[src/design/blft_pkg.sv]
// shared types, codes and constants of the boot link frame transceiver
package blft_pkg;

    localparam int BLFT_REPLY_DEPTH = 256;
    localparam int BLFT_FRAME_DEPTH = 256;
    localparam int BLFT_QUEUE_DEPTH = 4;
    localparam int BLFT_QUEUE_AW    = $clog2(BLFT_QUEUE_DEPTH);
    localparam int BLFT_QUEUE_CW    = $clog2(BLFT_QUEUE_DEPTH + 1);

    localparam logic [7:0] BYTE_TIMEOUT_RESET = 8'd20;
    localparam logic [7:0] ACK_CODE_RESET     = 8'h79;
    localparam logic [7:0] NACK_CODE_RESET    = 8'h1F;

    typedef enum logic [2:0] {
        OP_RX_BYTE    = 3'd0,
        OP_TICK       = 3'd1,
        OP_ARM        = 3'd2,
        OP_TX_PUSH    = 3'd3,
        OP_TX_READY   = 3'd4,
        OP_READ_REPLY = 3'd5
    } t_op;

    typedef enum logic [1:0] {
        CFG_BYTE_TIMEOUT = 2'd0,
        CFG_ACK_CODE     = 2'd1,
        CFG_NACK_CODE    = 2'd2
    } t_cfg_idx;

    typedef enum logic [1:0] {
        RX_ACK  = 2'd0,
        RX_LEN  = 2'd1,
        RX_DATA = 2'd2
    } t_rx_mode;

    typedef struct packed {
        logic [2:0]  op;
        logic [7:0]  data;
        logic        last;
        logic        expect_reply;
        logic [15:0] timeout_value;
        logic [7:0]  index;
    } t_in_item;

    typedef struct packed {
        logic        ack_seen;
        logic        nack_seen;
        logic        reply_done;
        logic [15:0] response_left;
        logic        tx_valid;
        logic [7:0]  tx_byte;
        logic        tx_busy;
        logic        rejected;
        logic [7:0]  read_byte;
    } t_out_item;

endpackage

[src/design/blft_in_if.sv]
// event channel into the transceiver
interface blft_in_if;
    import blft_pkg::*;

    logic     valid;
    logic     ready;
    t_in_item payload;

    modport source (output valid, output payload, input ready);
    modport sink   (input valid, input payload, output ready);
endinterface

[src/design/blft_out_if.sv]
// status channel out of the transceiver
interface blft_out_if;
    import blft_pkg::*;

    logic      valid;
    logic      ready;
    t_out_item payload;

    modport source (output valid, output payload, input ready);
    modport sink   (input valid, input payload, output ready);
endinterface

[src/design/boot_link_frame_transceiver_core.sv]
// top level of the boot link frame transceiver
//
// host side of a bootloader serial link, driven one event at a time
// input channel i_in: one transfer carries one event selected by op
//   rx byte, tick, arm, tx push, tx ready or read reply
// output channel o_out: exactly one status transfer for each event, in order
//   flags, response timer, the byte to send and the reply byte read back
// config port: i_cfg_we with i_cfg_idx and i_cfg_wdata, written while idle
//   index 0 byte timeout, 1 ack code, 2 nack code; other indexes ignored
// status passes a registered front stage (decode and store read), then
//   a write into the result queue, before it is presented on o_out
// throughput: one event per cycle while i_in.ready is high, set by the front stage
//   and one store access per store per cycle
// a four entry result queue decouples the two channels: when o_out stalls
//   events keep flowing until the queue and front stage fill, then
//   i_in.ready drops until the receiver takes a status transfer
// reset (synchronous, active low) clears all link state and loads the
//   default config; the stores keep their contents and need no clearing
module boot_link_frame_transceiver_core #(
    parameter int REPLY_DEPTH = blft_pkg::BLFT_REPLY_DEPTH,
    parameter int FRAME_DEPTH = blft_pkg::BLFT_FRAME_DEPTH
) (
    input  logic        i_clk,
    input  logic        i_rst_n,
    input  logic        i_cfg_we,
    input  logic [1:0]  i_cfg_idx,
    input  logic [7:0]  i_cfg_wdata,
    blft_in_if.sink     i_in,
    blft_out_if.source  o_out
);
    import blft_pkg::*;

    logic      w_can_take;
    logic      w_take;
    logic      w_front_valid;
    t_out_item w_front_item;

    // accept only with room guaranteed downstream, so the front never stalls
    assign i_in.ready = w_can_take;
    assign w_take     = i_in.valid && w_can_take;

    // decode, link state, stores
    blft_front #(
        .REPLY_DEPTH (REPLY_DEPTH),
        .FRAME_DEPTH (FRAME_DEPTH)
    ) u_front (
        .i_clk       (i_clk),
        .i_rst_n     (i_rst_n),
        .i_cfg_we    (i_cfg_we),
        .i_cfg_idx   (i_cfg_idx),
        .i_cfg_wdata (i_cfg_wdata),
        .i_take      (w_take),
        .i_item      (i_in.payload),
        .o_valid     (w_front_valid),
        .o_item      (w_front_item)
    );

    // result queue toward the status receiver
    blft_back u_back (
        .i_clk      (i_clk),
        .i_rst_n    (i_rst_n),
        .i_valid    (w_front_valid),
        .i_item     (w_front_item),
        .o_can_take (w_can_take),
        .o_out      (o_out)
    );
endmodule

[src/design/blft_ram.sv]
// generic single write port ram with registered read
module blft_ram #(
    parameter int WIDTH = 8,
    parameter int DEPTH = 256
) (
    input  logic                     i_clk,
    input  logic                     i_we,
    input  logic [$clog2(DEPTH)-1:0] i_waddr,
    input  logic [WIDTH-1:0]         i_wdata,
    input  logic [$clog2(DEPTH)-1:0] i_raddr,
    output logic [WIDTH-1:0]         o_rdata
);
    logic [WIDTH-1:0] r_mem [DEPTH];
    logic [WIDTH-1:0] r_rdata;

    always_ff @(posedge i_clk) begin
        if (i_we) begin
            r_mem[i_waddr] <= i_wdata;
        end
        r_rdata <= r_mem[i_raddr];
    end

    assign o_rdata = r_rdata;
endmodule

[src/design/blft_front.sv]
// front end: config registers, event decode, link state, reply and frame stores
module blft_front #(
    parameter int REPLY_DEPTH = blft_pkg::BLFT_REPLY_DEPTH,
    parameter int FRAME_DEPTH = blft_pkg::BLFT_FRAME_DEPTH
) (
    input  logic                i_clk,
    input  logic                i_rst_n,
    input  logic                i_cfg_we,
    input  logic [1:0]          i_cfg_idx,
    input  logic [7:0]          i_cfg_wdata,
    input  logic                i_take,
    input  blft_pkg::t_in_item  i_item,
    output logic                o_valid,
    output blft_pkg::t_out_item o_item
);
    import blft_pkg::*;

    localparam int RA = $clog2(REPLY_DEPTH);
    localparam int FA = $clog2(FRAME_DEPTH);
    localparam int FW = $clog2(FRAME_DEPTH + 1);

    logic [7:0] r_byte_timeout, r_ack_code, r_nack_code;

    logic       r_ack_flag, n_ack_flag;
    logic       r_nack_flag, n_nack_flag;
    logic       r_reply_flag, n_reply_flag;
    t_rx_mode   r_rx_mode, n_rx_mode;
    logic [7:0] r_rx_remaining, n_rx_remaining;
    logic [7:0] r_rx_write_pos, n_rx_write_pos;
    logic [7:0] r_rx_timer, n_rx_timer;
    logic [15:0] r_response_timer, n_response_timer;
    logic [FW-1:0] r_frame_fill, n_frame_fill;
    logic [FW-1:0] r_tx_left, n_tx_left;
    logic [7:0] r_tx_read_pos, n_tx_read_pos;
    logic       r_tx_active, n_tx_active;
    logic [7:0] r_tx_timer, n_tx_timer;

    logic       reply_we, frame_we;
    logic [RA-1:0] reply_waddr, reply_raddr;
    logic [FA-1:0] frame_waddr, frame_raddr;
    logic [7:0] reply_wdata, frame_wdata, reply_rdata, frame_rdata;
    logic       rd_reply, rd_frame, rejected, tx_emit;

    logic       r_s1_valid, r_s1_rd_reply, r_s1_rd_frame;
    t_out_item  r_s1_item;
    t_out_item  s1_item;

    always_comb begin
        n_ack_flag       = r_ack_flag;
        n_nack_flag      = r_nack_flag;
        n_reply_flag     = r_reply_flag;
        n_rx_mode        = r_rx_mode;
        n_rx_remaining   = r_rx_remaining;
        n_rx_write_pos   = r_rx_write_pos;
        n_rx_timer       = r_rx_timer;
        n_response_timer = r_response_timer;
        n_frame_fill     = r_frame_fill;
        n_tx_left        = r_tx_left;
        n_tx_read_pos    = r_tx_read_pos;
        n_tx_active      = r_tx_active;
        n_tx_timer       = r_tx_timer;
        reply_we    = 1'b0;
        reply_waddr = r_rx_write_pos[RA-1:0];
        reply_wdata = i_item.data;
        reply_raddr = i_item.index[RA-1:0];
        frame_we    = 1'b0;
        frame_waddr = r_frame_fill[FA-1:0];
        frame_wdata = i_item.data;
        frame_raddr = r_tx_read_pos[FA-1:0];
        rd_reply    = 1'b0;
        rd_frame    = 1'b0;
        rejected    = 1'b0;
        tx_emit     = 1'b0;

        if (i_take) begin
            unique case (t_op'(i_item.op))
                OP_RX_BYTE: begin
                    n_rx_timer = r_byte_timeout;
                    unique case (r_rx_mode)
                        RX_ACK: begin
                            if (i_item.data == r_ack_code) begin
                                n_ack_flag = 1'b1;
                            end else if (i_item.data == r_nack_code) begin
                                n_nack_flag = 1'b1;
                            end
                            n_rx_timer = '0;
                        end
                        RX_LEN: begin
                            n_rx_remaining = i_item.data;
                            n_rx_mode      = RX_DATA;
                            n_rx_write_pos = '0;
                        end
                        RX_DATA: begin
                            reply_we       = ({1'b0, r_rx_write_pos} < 9'(REPLY_DEPTH));
                            n_rx_write_pos = r_rx_write_pos + 8'd1;
                            if (r_rx_remaining == '0) begin
                                n_rx_timer   = '0;
                                n_rx_mode    = RX_ACK;
                                n_reply_flag = 1'b1;
                            end else begin
                                n_rx_remaining = r_rx_remaining - 8'd1;
                            end
                        end
                        default: begin
                            n_rx_timer = '0;
                            n_rx_mode  = RX_ACK;
                        end
                    endcase
                end
                OP_TICK: begin
                    if (r_response_timer != '0) begin
                        n_response_timer = r_response_timer - 16'd1;
                    end
                    if (r_tx_timer != '0) begin
                        n_tx_timer = r_tx_timer - 8'd1;
                        if (r_tx_timer == 8'd1) begin
                            n_tx_active = 1'b0;
                            n_tx_left   = '0;
                        end
                    end
                    if (r_rx_timer != '0) begin
                        n_rx_timer = r_rx_timer - 8'd1;
                        if (r_rx_timer == 8'd1) begin
                            n_rx_mode = RX_ACK;
                        end
                    end
                end
                OP_ARM: begin
                    n_ack_flag       = 1'b0;
                    n_nack_flag      = 1'b0;
                    n_reply_flag     = 1'b0;
                    n_rx_mode        = i_item.expect_reply ? RX_LEN : RX_ACK;
                    n_response_timer = i_item.timeout_value;
                end
                OP_TX_PUSH: begin
                    if (r_tx_active) begin
                        rejected = 1'b1;
                    end else begin
                        if (r_frame_fill < FW'(FRAME_DEPTH)) begin
                            frame_we     = 1'b1;
                            n_frame_fill = r_frame_fill + FW'(1);
                        end
                        if (i_item.last) begin
                            n_tx_left     = n_frame_fill;
                            n_tx_read_pos = '0;
                            n_tx_active   = 1'b1;
                            n_tx_timer    = r_byte_timeout;
                            n_frame_fill  = '0;
                        end
                    end
                end
                OP_TX_READY: begin
                    if (r_tx_active) begin
                        if (r_tx_left != '0) begin
                            n_tx_left     = r_tx_left - FW'(1);
                            n_tx_timer    = r_byte_timeout;
                            rd_frame      = ({1'b0, r_tx_read_pos} < 9'(FRAME_DEPTH));
                            tx_emit       = 1'b1;
                            n_tx_read_pos = r_tx_read_pos + 8'd1;
                        end else begin
                            n_tx_active = 1'b0;
                            n_tx_timer  = '0;
                        end
                    end
                end
                OP_READ_REPLY: begin
                    rd_reply = ({1'b0, i_item.index} < 9'(REPLY_DEPTH));
                end
                default: begin
                end
            endcase
        end

        s1_item               = '0;
        s1_item.ack_seen      = n_ack_flag;
        s1_item.nack_seen     = n_nack_flag;
        s1_item.reply_done    = n_reply_flag;
        s1_item.response_left = n_response_timer;
        s1_item.tx_valid      = tx_emit;
        s1_item.tx_busy       = n_tx_active;
        s1_item.rejected      = rejected;
    end

    always_ff @(posedge i_clk) begin
        if (!i_rst_n) begin
            r_byte_timeout   <= BYTE_TIMEOUT_RESET;
            r_ack_code       <= ACK_CODE_RESET;
            r_nack_code      <= NACK_CODE_RESET;
            r_ack_flag       <= 1'b0;
            r_nack_flag      <= 1'b0;
            r_reply_flag     <= 1'b0;
            r_rx_mode        <= RX_ACK;
            r_rx_remaining   <= '0;
            r_rx_write_pos   <= '0;
            r_rx_timer       <= '0;
            r_response_timer <= '0;
            r_frame_fill     <= '0;
            r_tx_left        <= '0;
            r_tx_read_pos    <= '0;
            r_tx_active      <= 1'b0;
            r_tx_timer       <= '0;
            r_s1_valid       <= 1'b0;
            r_s1_rd_reply    <= 1'b0;
            r_s1_rd_frame    <= 1'b0;
        end else begin
            if (i_cfg_we) begin
                case (t_cfg_idx'(i_cfg_idx))
                    CFG_BYTE_TIMEOUT: r_byte_timeout <= i_cfg_wdata;
                    CFG_ACK_CODE:     r_ack_code     <= i_cfg_wdata;
                    CFG_NACK_CODE:    r_nack_code    <= i_cfg_wdata;
                    default: begin
                    end
                endcase
            end
            r_ack_flag       <= n_ack_flag;
            r_nack_flag      <= n_nack_flag;
            r_reply_flag     <= n_reply_flag;
            r_rx_mode        <= n_rx_mode;
            r_rx_remaining   <= n_rx_remaining;
            r_rx_write_pos   <= n_rx_write_pos;
            r_rx_timer       <= n_rx_timer;
            r_response_timer <= n_response_timer;
            r_frame_fill     <= n_frame_fill;
            r_tx_left        <= n_tx_left;
            r_tx_read_pos    <= n_tx_read_pos;
            r_tx_active      <= n_tx_active;
            r_tx_timer       <= n_tx_timer;
            r_s1_valid       <= i_take;
            r_s1_rd_reply    <= rd_reply;
            r_s1_rd_frame    <= rd_frame;
        end
    end

    always_ff @(posedge i_clk) begin
        r_s1_item <= s1_item;
    end

    blft_ram #(.WIDTH(8), .DEPTH(REPLY_DEPTH)) u_reply_ram (
        .i_clk   (i_clk),
        .i_we    (reply_we),
        .i_waddr (reply_waddr),
        .i_wdata (reply_wdata),
        .i_raddr (reply_raddr),
        .o_rdata (reply_rdata)
    );

    blft_ram #(.WIDTH(8), .DEPTH(FRAME_DEPTH)) u_frame_ram (
        .i_clk   (i_clk),
        .i_we    (frame_we),
        .i_waddr (frame_waddr),
        .i_wdata (frame_wdata),
        .i_raddr (frame_raddr),
        .o_rdata (frame_rdata)
    );

    // merge store read data into the status of the previous cycle
    always_comb begin
        o_item           = r_s1_item;
        o_item.tx_byte   = r_s1_rd_frame ? frame_rdata : 8'd0;
        o_item.read_byte = r_s1_rd_reply ? reply_rdata : 8'd0;
    end

    assign o_valid = r_s1_valid;
endmodule

[src/design/blft_back.sv]
// back end: result queue feeding the status channel
module blft_back (
    input  logic                i_clk,
    input  logic                i_rst_n,
    input  logic                i_valid,
    input  blft_pkg::t_out_item i_item,
    output logic                o_can_take,
    blft_out_if.source          o_out
);
    import blft_pkg::*;

    t_out_item r_q [BLFT_QUEUE_DEPTH];
    logic [BLFT_QUEUE_AW-1:0] r_wr_ptr, r_rd_ptr;
    logic [BLFT_QUEUE_CW-1:0] r_count, n_count;
    logic pop;

    assign pop = o_out.valid && o_out.ready;

    always_comb begin
        n_count = r_count;
        if (i_valid && !pop) begin
            n_count = r_count + BLFT_QUEUE_CW'(1);
        end else if (!i_valid && pop) begin
            n_count = r_count - BLFT_QUEUE_CW'(1);
        end
    end

    always_ff @(posedge i_clk) begin
        if (!i_rst_n) begin
            r_wr_ptr <= '0;
            r_rd_ptr <= '0;
            r_count  <= '0;
        end else begin
            if (i_valid) begin
                r_wr_ptr <= r_wr_ptr + BLFT_QUEUE_AW'(1);
            end
            if (pop) begin
                r_rd_ptr <= r_rd_ptr + BLFT_QUEUE_AW'(1);
            end
            r_count <= n_count;
        end
    end

    always_ff @(posedge i_clk) begin
        if (i_valid) begin
            r_q[r_wr_ptr] <= i_item;
        end
    end

    // room for one more event counting the one still in the front stage
    assign o_can_take = ({1'b0, r_count} + {{BLFT_QUEUE_CW{1'b0}}, i_valid})
                        < (BLFT_QUEUE_CW + 1)'(BLFT_QUEUE_DEPTH);

    assign o_out.valid   = (r_count != '0);
    assign o_out.payload = r_q[r_rd_ptr];
endmodule

[src/flat_wrapper.sv]
// flat-port wrapper written by rule: the top's interface ports become plain ports
module boot_link_frame_transceiver_core_flat import blft_pkg::*;
#(
    parameter int REPLY_DEPTH = blft_pkg::BLFT_REPLY_DEPTH,
    parameter int FRAME_DEPTH = blft_pkg::BLFT_FRAME_DEPTH
)
  (i_clk, i_rst_n, i_cfg_we, i_cfg_idx, i_cfg_wdata, i_in_valid, i_in_payload, i_in_ready, o_out_valid, o_out_payload, o_out_ready);
  blft_in_if i_in_i ();
  blft_out_if o_out_i ();
  input  logic i_clk;
  input  logic i_rst_n;
  input  logic i_cfg_we;
  input  logic [1:0] i_cfg_idx;
  input  logic [7:0] i_cfg_wdata;
  input wire logic [$bits(i_in_i.valid)-1:0] i_in_valid;
  input wire logic [$bits(i_in_i.payload)-1:0] i_in_payload;
  output wire logic [$bits(i_in_i.ready)-1:0] i_in_ready;
  output wire logic [$bits(o_out_i.valid)-1:0] o_out_valid;
  output wire logic [$bits(o_out_i.payload)-1:0] o_out_payload;
  input wire logic [$bits(o_out_i.ready)-1:0] o_out_ready;
  assign i_in_i.valid = i_in_valid;
  assign i_in_i.payload = i_in_payload;
  assign i_in_ready = i_in_i.ready;
  assign o_out_valid = o_out_i.valid;
  assign o_out_payload = o_out_i.payload;
  assign o_out_i.ready = o_out_ready;
  boot_link_frame_transceiver_core #(.REPLY_DEPTH(REPLY_DEPTH), .FRAME_DEPTH(FRAME_DEPTH)) u_core (.i_clk(i_clk), .i_rst_n(i_rst_n), .i_cfg_we(i_cfg_we), .i_cfg_idx(i_cfg_idx), .i_cfg_wdata(i_cfg_wdata), .i_in(i_in_i), .o_out(o_out_i));
endmodule
[config.mk]
export PLATFORM = sky130hd
export DESIGN_NAME = boot_link_frame_transceiver_core_flat
export DESIGN_NICKNAME = d
export VERILOG_FILES = /design/src/design/blft_pkg.sv /design/src/design/blft_in_if.sv /design/src/design/blft_out_if.sv /design/src/design/boot_link_frame_transceiver_core.sv /design/src/design/blft_ram.sv /design/src/design/blft_front.sv /design/src/design/blft_back.sv /design/src/flat_wrapper.sv
export SDC_FILE = /design/constraint.sdc
export NUM_CORES = 2
export LEC_CHECK = 0
export BUFFER_PORTS_ARGS = -buffer_cell sky130_fd_sc_hd__buf_2
export CAP_MARGIN = 5
export CELL_PAD_IN_SITES_DETAIL_PLACEMENT = 1
export CELL_PAD_IN_SITES_GLOBAL_PLACEMENT = 2
export CORE_MARGIN = 2
export CORE_UTILIZATION = 45
export DETAILED_ROUTE_END_ITERATION = 16
export PLACE_DENSITY_LB_ADDON = 0.3
export SKIP_CTS_REPAIR_TIMING = 1
export SLEW_MARGIN = 25
export SYNTH_ARGS = -nofsm -noshare
export SYNTH_HDL_FRONTEND = slang
export SYNTH_MEMORY_MAX_BITS = 65536
export SYNTH_SLANG_ARGS = --single-unit
[constraint.sdc]
create_clock -name i_clk -period 3.5 [get_ports i_clk]
set_clock_uncertainty 0.1 [all_clocks]
set_input_delay 0.175 -clock i_clk [delete_from_list [all_inputs] [get_ports i_clk]]
set_output_delay 0.175 -clock i_clk [all_outputs]
set_load 0.01 [all_outputs]
* After elaboration in Yosys (flattened, before gate mapping)
Memories as Yosys holds them, arrays and structs flattened. A register that Yosys moved wholly into a read port is not among the register bits. Index checks and enable logic that the tools add are counted. W data, S select, Z words.
Cells by class: add/subtract/negate cells 13, multipliers 0, div/mod/pow operators 0, $lt $le $gt $ge 2, equal/unequal tests 24, shifts and indexed selects 0, muxes and demuxes 80, bitwise operators 1, reductions and logical operators 34
Operators by type and width (number):
- $mux W8 | 14
- $pmux W8 S2 | 5
- $mux W9 | 8
- $mux W1 | 35
- $mux W16 | 2
- $pmux W16 S2 | 1
- $pmux W9 S3 | 1
- $pmux W8 S3 | 1
- $sub A8 B1 Y8 const B | 3
- $ne A2 B2 Y1 const B | 10
- $reduce_and A6 Y1 | 3
- $add A8 B1 Y8 const B | 2
- $eq A8 B1 Y1 const B | 2
- $eq A8 B8 Y1 | 2
- $reduce_bool A16 Y1 | 1
- $reduce_bool A8 Y1 | 2
- $sub A16 B1 Y16 const B | 1
- $pmux W2 S3 | 2
- $mux W2 | 5
- $reduce_and A2 Y1 | 5
- $add A9 B1 Y9 const B | 1
- $lt A9 B9 Y1 const B | 1
- $reduce_and A3 Y1 | 3
- $reduce_bool A3 Y1 | 3
- 25 further kinds | 41
Storage, ports and cells: register bits 136, latch bits 0, memory bits (writable) 4248, ROM bits 0, output and inout port bits 40, memories kept 3
Memory list:
- u_core.u_front.u_frame_ram.r_mem | depth 256, bits a word 8, rd ports 1, clocked after Yosys merged registers in 1, wr ports 1, RTL line blft_ram.sv:13 | logic [WIDTH-1:0] r_mem [DEPTH];
- u_core.u_front.u_reply_ram.r_mem | depth 256, bits a word 8, rd ports 1, clocked after Yosys merged registers in 1, wr ports 1, RTL line blft_ram.sv:13
- u_core.u_back.r_q | depth 4, bits a word 38, rd ports 1, clocked after Yosys merged registers in 1, wr ports 1, RTL line blft_back.sv:12 | t_out_item r_q [BLFT_QUEUE_DEPTH];

* Depth between registers and ports, before layout
depth after elaboration 7, mapped depth 12, mapped depth without buffers 8

* By module
From an unflattened synthesis, not the netlist that was laid out.
Unflattened totals: cell total of the unflattened synthesis 8524, area, all modules 171799.8 um2
By module, submodules not included:
- blft_ram | times used 2, cells an instance 3733, area each 79556.3 um2, seq. area each 61659.1 um2
- blft_front | times used 1, cells an instance 816, area each 6723.9 um2, seq. area each 2582.5 um2
- blft_back | times used 1, cells an instance 241, area each 5957.0 um2, seq. area each 4744.6 um2
- boot_link_frame_transceiver_core | times used 1, cells an instance 1, area each 6.3 um2, seq. area each 0.0 um2

* Least setup slack after synthesis
OpenSTA, ideal clock, no wires.
path kind reg2reg, from reg u_core.u_front.r_s1_valid, in the netlist u_core.u_front.o_valid, to mem u_core.u_front.u_frame_ram.r_mem[104][0] (enable), setup time 0.370 ns, arrival time 2.469 ns, slack 0.560 ns, stages on the path, launching flop included 8, buffers on the path 1, path through dfxtp_1 > a31oi_4 > nand2_2 > or3_4 > nor4b_4 > nand2_4 > buf_6 > nor2_1
Between the ends: word-level cells in the longest chain between the ends 6
RTL lines:
- start: declaration | RTL line blft_front.sv:44 | logic r_s1_valid, r_s1_rd_reply, r_s1_rd_frame;
- start signal: assignment | RTL line blft_front.sv:228 | r_s1_valid <= i_take;
- $add A3 B1 Y4 | RTL line blft_back.sv:51 | assign o_can_take = ({1'b0, r_count} + {{BLFT_QUEUE_CW{1'b0}}, i_valid})
- $lt A4 B3 Y1 | RTL line blft_back.sv:52 | < (BLFT_QUEUE_CW + 1)'(BLFT_QUEUE_DEPTH);
- net i_in_ready | RTL line flat_wrapper.sv:17 | output wire logic [$bits(i_in_i.ready)-1:0] i_in_ready;
- $logic_and A1 B1 Y1 | RTL line boot_link_frame_transceiver_core.sv:40 | assign w_take = i_in.valid && w_can_take;
- $mux W1 | RTL line blft_front.sv:75 | if (i_take) begin
- $mux W1 | RTL line blft_ram.sv:17 | if (i_we) begin
- $mux W1 (implied by the code) | RTL line blft_ram.sv:18 | r_mem[i_waddr] <= i_wdata;
- end: declaration | RTL line blft_ram.sv:13
The timed path passes the listed nets, and every way through them passes these cells.

==> results.json <==
{
  "setup_violations": 0,
  "cts.reportedPaths.clkPinSlew_ns": 0.06,
  "placementRows": 226,
  "intPower_mw": 86.8,
  "switchingPower_mw": 23.1,
  "final.setup.tns_ns": 0,
  "core_area_sq_um": 379000,
  "grt_remaining_overflow": 0,
  "final_max_slew_viol_count": 0,
  "numCtsBuffers": 435,
  "port_buffers": 91,
  "cts-root-buf": "clkbuf_16",
  "clock-sinks": 4402,
  "tightest_slew_ns": 1.07,
  "placed_cell_area_sq_um": 185000,
  "reg2reg_to": "u_core.u_front.u_frame_ram.o_rdata[0]",
  "ir_worst_vdd_mv": 0.455,
  "grt_max_degree": 189,
  "dr_total_vias": 89318,
  "drt_pre_antenna_iters": 6,
  "layout_common_cells": "edfxtp_1 (4248), mux4_2 (1083), buf_4 (986)",
  "synthDistinctLibCells": 93,
  "cp-start-kind": "flop",
  "slew_headroom_pct": 28.4,
  "crit_arrival_ns": 4.20,
  "layout-drive-gt1-share_pct": 30.2,
  "power.leakage_nw": 63.4,
  "first_global_vias": 92695,
  "reg2reg_from": "u_core.u_front.frame_raddr[0]",
  "worstSetupStartpoint": "u_core.u_front.frame_raddr[0]",
  "reg2reg_depth": 7,
  "final_cell_area_sq_um": 200000,
  "htree_levels": 5,
  "critPathCaptureType": "flop",
  "slowest_stage": "mux4_2",
  "top_usage_layer": "met2",
  "wl_mm": 493,
  "fmax_mhz": 290,
  "fillerInstances": 33518,
  "power_frac_comb_pct": 4.6,
  "multi_input_area_sq_um": 38100,
  "dp_hpwl_mm": 317,
  "syn_inst": 8206,
  "ys.warnings.count": 0,
  "postSynthAreaPerCell_sq_um": 20.9,
  "dieArea_sq_um": 385000,
  "hold_class": "primary input to flop",
  "setup_ws_ns": 0.0514,
  "synth_flop_cell": "edfxtp_1",
  "crit_required_ns": 4.25,
  "layout.cells.non_filler": 14802,
  "routedWlPerCell_um": 33.3,
  "grt_use_met2_pct": 42.1,
  "grt_pass1_wl_mm": 703,
  "insertion_delay_ns": 0.99,
  "min_period_ns": 3.45,
  "nNetsFinal": 9482,
  "grt_usage_pct": 25.5,
  "synth.largest_area_cell": "edfxtp_1",
  "power_frac_clock_pct": 42.5,
  "min_from": "i_cfg_wdata[5]",
  "ys_async_sr_fraction_pct": 0,
  "die_y_um": 621,
  "period_share_pct": 98.5,
  "antenna_found_initial": 22,
  "initial_core_util_pct": 45.2,
  "areaGrowthSynthToFinish_pct": 16.7,
  "critPathCapture": "u_core.u_front.u_frame_ram.o_rdata[0]",
  "critPathMaxFanout": 59,
  "power_mw": 110,
  "die_x_um": 621,
  "swShare_pct": 21.0,
  "max_stage_delay_ns": 0.62,
  "synth.top_cell.area_share_pct": 74.5,
  "hold_viol": 0,
  "netlist_area_sq_um": 171000,
  "viasPerCell": 6.03,
  "clock_path_buffers": 4,
  "syn-num-nets": 8284,
  "regArea_sq_um": 131000,
  "drc": 0,
  "dp_cells": 13911,
  "cap_viol_max_count": 0,
  "synth_seq_cells": 4402,
  "worstSetupPathType": "flop to flop",
  "gp_congestion": 0.865,
  "p_per_area_nw_per_um2": 550,
  "status": "finished clean",
  "rsz0062_at_grt": "false",
  "whs_ns": 0.00234,
  "use_met1_pct": 35.0,
  "cts_tree": "yes",
  "crit_path_frequent_cell": "a221oi_1",
  "synth.area.top_cells": "edfxtp_1 (74%), mux4_2 (14%), dfxtp_1 (1.8%), mux2i_1 (1.7%), nor2_1 (1.4%)",
  "ys_seq_area_share_pct": 76.3,
  "met3_usage_pct": 3.35,
  "utilization_pct": 52.8,
  "final_common_cell": "edfxtp_1",
  "power_frac_seq_pct": 52.9,
  "path_cells": "buf_12 > mux4_2 > a221oi_1 > o21ai_0 > a221oi_1 > buf_4 > o32ai_1",
  "io_pins": 92,
  "preCtsSetupSlack_ns": -0.130,
  "antenna_left": 0,
  "synth_edf_count": 4248,
  "worst-r2r-setup-slack_ns": 0.05,
  "drtIter0Drc": 10102
}
==> final cells by class <==
type                            count  share of cell area [%]
Antenna cell                       17                  0.0213
Clock buffer                      563                    5.86
Clock inverter                    239                    1.21
Inverter                           40                  0.0757
Multi-Input combinational cell   3282                    19.0
Sequential cell                  4402                    65.4
Tap cell                         5016                    3.14
Timing Repair Buffer             1243                    5.30
==> flip-flops by register name, summed over array words and instances (netlist names), 9 cells and up, named ones only <==
register / count
u_core.u_front.u_frame_ram.r_mem: 2048
u_core.u_front.u_reply_ram.r_mem: 2048
u_core.u_back.r_q: 152
u_core.u_front.o_item: 22
u_core.u_front.r_response_timer: 16
u_core.u_front.r_frame_fill: 9
u_core.u_front.r_tx_left: 9
==> worst min-delay path by stage <==
stage	end	depth (start not counted)
final	u_core.u_front.r_ack_code[5]	4
after global routing	u_core.u_front.r_byte_timeout[3]	4
after CTS	u_core.u_front.o_item[29]	2
after detailed placement	u_core.u_front.o_item[29]	2
after global placement	u_core.u_front.r_byte_timeout[2]	3
after floorplan	u_core.u_front.u_frame_ram.r_mem[0][0]	0
==> per-layer routing <==
metal	share of wire (%)	vias to the layer above
li1	-	36496
met1	40	48245
met2	49	3793
met3	6.6	776
met4	3.8	8
met5	0.012	-
==> worst max-delay path, delay by kind of cell (launching register included) <==
kind	cells	cell delay [ns]
compound gates	4	1.28
flops	1	0.57
mux	1	0.62
buf+inv	2	0.62
==> synthesized netlist by cell type (25+ instances only) <==
cell type and instances:
a211oi_1 40, xnor2_1 31, and2_1 52, mux2i_1 293, o221ai_1 46, a22o_1 27
a22oi_1 106, buf_4 69, nand2_1 223, nor2_1 636, dfxtp_1 154, edfxtp_1 4248
mux4_2 1083, nor3_1 35, inv_1 38, a221oi_1 36, buf_6 33, nand3_1 52
o22ai_1 54, a21oi_1 155, ha_1 25, buf_2 127, buf_1 31, a31oi_1 31
clkbuf_1 219, o21ai_0 79
==> power by group through the flow <==
stage	Combinational (mW)	Sequential [mW]	Clock, mW
after floorplan	2.57	59.1	0
after global placement	4.87	59.3	0
after detailed placement	5.02	59.3	0
after CTS	5.04	58.2	47.4
after global routing	5.32	58.2	49.2
final	5.04	58.2	46.7
==> cell families after synthesis <==
kind of cell | Yosys count | share of synthesized area [%]
XOR/XNOR | 45 | 0.230
flip-flops | 4402 | 76.3
adder cells (fa/ha/maj) | 26 | 0.194
multiplexers | 1382 | 16.0
AO/OA/AOI/OAI | 688 | 2.80
AND/OR/NAND/NOR | 1141 | 2.95
buffers and inverters | 522 | 1.55
No activity file was read; power rests on OpenSTA's default activity.
